### src/design/hsmt_pkg.sv
// Shared types and constants for the hashed set membership table.
`timescale 1ns / 1ps

package hsmt_pkg;

  // Default sizing handed to the top level parameters
  localparam int MAX_BUCKETS_DEF = 64;
  localparam int WAYS_DEF        = 8;
  localparam int KEY_BITS_DEF    = 32;

  // Fixed field widths
  localparam int KEY_FIELD_W = 32;
  localparam int CNT_W       = 7;
  localparam int OUT_W       = 8;

  // Register map, word index taken from paddr[2]
  localparam logic [0:0]       REG_BUCKET_COUNT = 1'b0;
  localparam logic [CNT_W-1:0] BUCKET_COUNT_RST = 7'd64;

  // Actions carried in tuser; the unused code behaves as a query
  typedef enum logic [1:0] {
    ACT_ADD   = 2'd0,
    ACT_QUERY = 2'd1,
    ACT_ERASE = 2'd2
  } action_e;

  // Controller states
  typedef enum logic [2:0] {
    ST_CLEAR,
    ST_IDLE,
    ST_DIV,
    ST_PROBE,
    ST_DRAIN,
    ST_UPDATE
  } ctrl_state_e;

  // Controller to datapath commands
  typedef struct packed {
    logic clear_step;
    logic load;
    logic div_step;
    logic probe_rd;
    logic update;
  } hsmt_cmd_t;

  // Datapath to controller status
  typedef struct packed {
    logic clr_last;
    logic div_last;
    logic way_last;
    logic out_free;
  } hsmt_sts_t;

endpackage

### src/design/hsmt_ctrl.sv
// Controller: runs the clearing pass after reset, then sequences remainder, probe and update for each word.
`timescale 1ns / 1ps

module hsmt_ctrl import hsmt_pkg::*; (
  input  logic      clk_i,
  input  logic      rst_ni,
  input  logic      in_valid_i,
  output logic      in_ready_o,
  input  hsmt_sts_t sts_i,
  output hsmt_cmd_t cmd_o
);

  ctrl_state_e state_q, state_d;

  // State register; the clearing pass runs first after reset
  always_ff @(posedge clk_i or negedge rst_ni) begin
    if (!rst_ni) begin
      state_q <= ST_CLEAR;
    end else begin
      state_q <= state_d;
    end
  end

  // Next state and commands
  always_comb begin
    state_d    = state_q;
    cmd_o      = '0;
    in_ready_o = 1'b0;
    unique case (state_q)
      ST_CLEAR: begin
        cmd_o.clear_step = 1'b1;
        if (sts_i.clr_last) begin
          state_d = ST_IDLE;
        end
      end
      ST_IDLE: begin
        in_ready_o = 1'b1;
        if (in_valid_i) begin
          cmd_o.load = 1'b1;
          state_d    = ST_DIV;
        end
      end
      ST_DIV: begin
        cmd_o.div_step = 1'b1;
        if (sts_i.div_last) begin
          state_d = ST_PROBE;
        end
      end
      ST_PROBE: begin
        cmd_o.probe_rd = 1'b1;
        if (sts_i.way_last) begin
          state_d = ST_DRAIN;
        end
      end
      ST_DRAIN: begin
        state_d = ST_UPDATE;
      end
      ST_UPDATE: begin
        if (sts_i.out_free) begin
          cmd_o.update = 1'b1;
          state_d      = ST_IDLE;
        end
      end
      default: begin
        state_d = ST_IDLE;
      end
    endcase
  end

endmodule

### config.mk
export PLATFORM = sky130hd
export DESIGN_NAME = hsmt_ctrl
export DESIGN_NICKNAME = d
export VERILOG_FILES = /design/src/design/hsmt_pkg.sv /design/src/design/hsmt_ctrl.sv
export SDC_FILE = /design/constraint.sdc
export NUM_CORES = 1
export LEC_CHECK = 0
export ABC_AREA = 1
export BUFFER_PORTS_ARGS = -buffer_cell sky130_fd_sc_hd__buf_2
export CORE_AREA = 2 2 39 41
export DETAILED_ROUTE_END_ITERATION = 8
export DIE_AREA = 0 0 41 43
export HOLD_SLACK_MARGIN = 0.1
export PLACE_DENSITY = 0.52
export RECOVER_POWER = 25
export SLEW_MARGIN = 10
export SYNTH_ARGS = -nofsm -noshare
export SYNTH_HDL_FRONTEND = slang
export SYNTH_SLANG_ARGS = --single-unit
### constraint.sdc
create_clock -name clk_i -period 1 [get_ports clk_i]
set_input_delay 0.2 -clock clk_i [delete_from_list [all_inputs] [get_ports clk_i]]
set_output_delay 0.2 -clock clk_i [all_outputs]
set_load 0.05 [all_outputs]
==> impl_results.md <==
- Fin. Hold Viols: 0
- Worst Hold Class: in2reg
- DIE AREA: 1763 um^2
- Nets: 86
- Yosys top cell area share: 0.2575
- Max FFs per register: 3
- Critical path endpoint category: output pin
- #FFs+latches synth: 3
- Failing checks: negative setup slack
- Layout area overhead: 105.6%
- Latest clock arrival within the worst-skew pair: around 0.23 ns
- Ys flop type: dfrtp_1
- Top reg by flops: state_q
- Initial antenna violation count: 0
- First-pass GRT wire length: about 1500 um
- Status: finished, violations left
- Crit-path leading delay family: flip-flops
- Vias post-DR: 410
- Wire length per cell: 9.606 um
- Post-synthesis cell area: 291.5 um^2
- Max-cap violation count: 0
- Maximum root-to-sink buffer count: 2
- Post-synthesis sequential area ratio: 0.2575
- Dpl cells: 86
- Number of vias per cell: roughly 4.4
- DR top layer: met3
- Max Clock Skew: 0.0001014 ns
- RD Place Congestion: 0.7967
- Distinct cell type count after synthesis: 14
- Met3 routed WL: ~67 um
- Synth area leader: dfrtp_1
- Vias in the first global route: 383
- Worst-path fanout max: 4
- Detail Placement HPWL: between 600 and 700 um
- Worst Tran Pin Value: slightly below 0.2 ns
- DR iter-0 viols: 4
- Row Count: 14
- F_max: approximately 0.71 GHz
- Fin Setup TNS: -2.908 ns
- Number of placed I/O pins: 13
- Final period utilization: 1.407
- CP Launch Type: flip-flop
- Worst EP arrival: about 1.2 ns
- Slowest cell delay on critical path: roughly 0.44 ns
- Clock Tree Root: clkbuf_4
- EDFF count, synth: 0
- Layout cell share with drive strength beyond 1: 0.5769
- PortBufs: 12
- Top post-synthesis cells by area: dfrtp_1 26%, nand2_1 13%, inv_1 12%, nand3_1 10%, nor2_1 9.0%
- Wire length on met1: 325 um
- Ant diodes: 0
- Worst setup margin: -0.4073 ns
- CP Cell Sequence: inv_2, nand2_4, nor2_4, inv_2, nor2_4, buf_8
- Syn avg cell area: about 5.7 um^2
- Required time worst endpoint: around 0.8 ns
- Worst-path clk slew: ~0.040 ns
- Drt pass-1 iters: 4
- Yosys Warn Count: 0
- Crit path max-delay cell type: dfrtp_2
- Final min period: about 1.4 ns
- Most common library cells after synthesis: 10 x nand2_1, 9 x inv_1, 7 x nor2_1
- Worst Path Buf+Inv: 3
- Utilization after layout: 0.4331
- RSZ-0062 raised after global routing: yes
- Largest registers: state_q: 3 flops
- Drt total wl: between 900 and 1000 um
- Pwr/cell area: 3551 nW/um^2
- Starting Density: 0.2107
- Hold_ws: slightly below 0.3 ns
- DRC Markers: 0
- Syn_nets: 58
- Gr usage total: 0.1211
- Total CTS buffers: 3
- DIE HEIGHT: ~43 um
- Asr flop ratio synth: 1.000
- Core ar.: 1384 um^2
- Die width: approximately 40 um
- Leakage: 0.3259 nW
- Largest net degree at the start of global routing: 8
- Relative max-transition margin: 0.8694
- Setup Crit Path Kind: reg2out
- Overflow after GRT: 0
- Fin cells: 94
- Count leader, synth: nand2_1
- CTS tree: done
- Syn Inst Count: between 50 and 60
- Peak VDD IR: between 1500 and 2000 uV
- Max-slew violation count: 0
- Routed Antenna Nets: 0
- CTS sink count: 3
- Met2 wire len: a little over 500 um
- H-tree levels: 1
- Final setup violation count: 9
-- repair_timing --
action	4_1_cts	5_1_grt
endpoints found under the setup margin	9	9
buffers inserted	0	3
pin swaps	1	1
gates resized for setup	18	11
cloned	0	0
hold buffers	1	0
endpoints found under the hold margin	3	0
-- worst reg2reg max path, stage by stage (launching register included) --
cell and delay, ns:
dfrtp_2 0.41, inv_2 0.07, buf_4 0.13, buf_4 0.13, nand3_1 0.13, nand3_1 0.11
o21bai_2 0.11, nand2_1 0.06
-- cells in the final DEF, fill, tap and decap left out --
cell type / instances
a31oi_1: 1
buf_2: 5
buf_4: 8
buf_6: 5
buf_8: 3
clkbuf_1: 2
clkbuf_4: 3
clkinv_1: 1
clkinvlp_4: 1
dfrtp_2: 3
dlygate4sd3_1: 1
inv_1: 7
inv_2: 5
nand2_1: 9
nand2_2: 2
nand2_4: 2
nand3_1: 4
nand3_2: 2
nand4_1: 1
nor2_1: 5
nor2_2: 1
nor2_4: 3
nor3_1: 1
nor3_4: 1
o21ai_1: 1
o21bai_2: 1
-- through the flow --
step / setup slack [ns] / total power [mW] / instance area, um^2
after global placement: -0.2806 / 1.462 / 446.7
after global routing: -0.4721 / 2.311 / 599.3
final: -0.4073 / 2.129 / 599.3
after floorplan: -0.4938 / 1.109 / 314.1
after detailed placement: -0.2830 / 1.468 / 446.7
after CTS: -0.4049 / 1.901 / 538.0
-- cell type report --
type,instances,area (um^2)
clock buffers,4,26.28
fillers,157,784.5
inverters,14,56.30
multi-input cells,34,217.7
flip-flops and latches,3,78.83
well taps,16,20.02
repair buffers,23,200.2
-- path summary, 6_finish.rpt --
path	cells past startpoint	slack [ns]	end	start
worst min-delay path	4	0.30	state_q[0]	sts_i[1]
max in group asynchronous	2	0.52	state_q[0]	rst_ni
worst max-delay path	6	-0.41	cmd_o[3]	state_q[2]
min in group asynchronous	2	0.31	state_q[2]	rst_ni
worst min register to register	3	0.68	state_q[0]	state_q[0]
worst max register to register	7	-0.27	state_q[1]	state_q[2]
-- where the power goes --
group / switching, mW / internal (mW)
sequential: 0.123 / 0.187
combinational: 0.899 / 0.706
clock: 0.0628 / 0.150
total: 1.09 / 1.04
-- layer usage --
layer / track usage / vias to the layer above
met5: 0 / -
met4: 0.02000 / 0
met3: 0.03141 / 0
met2: 0.2063 / 16
met1: 0.1465 / 184
li1: - / 210
-- kinds of logic (layout without fill, tap and decap cells) --
kind of cell,after synthesis,after routing,synth area share
DFF,3,3,0.2575
and+or+nand+nor,31,31,0.4850
buffers and inverters,14,41,0.1802
AOI/OAI and AO/OA,3,3,0.07725
No activity file was read; power rests on OpenSTA's default activity.
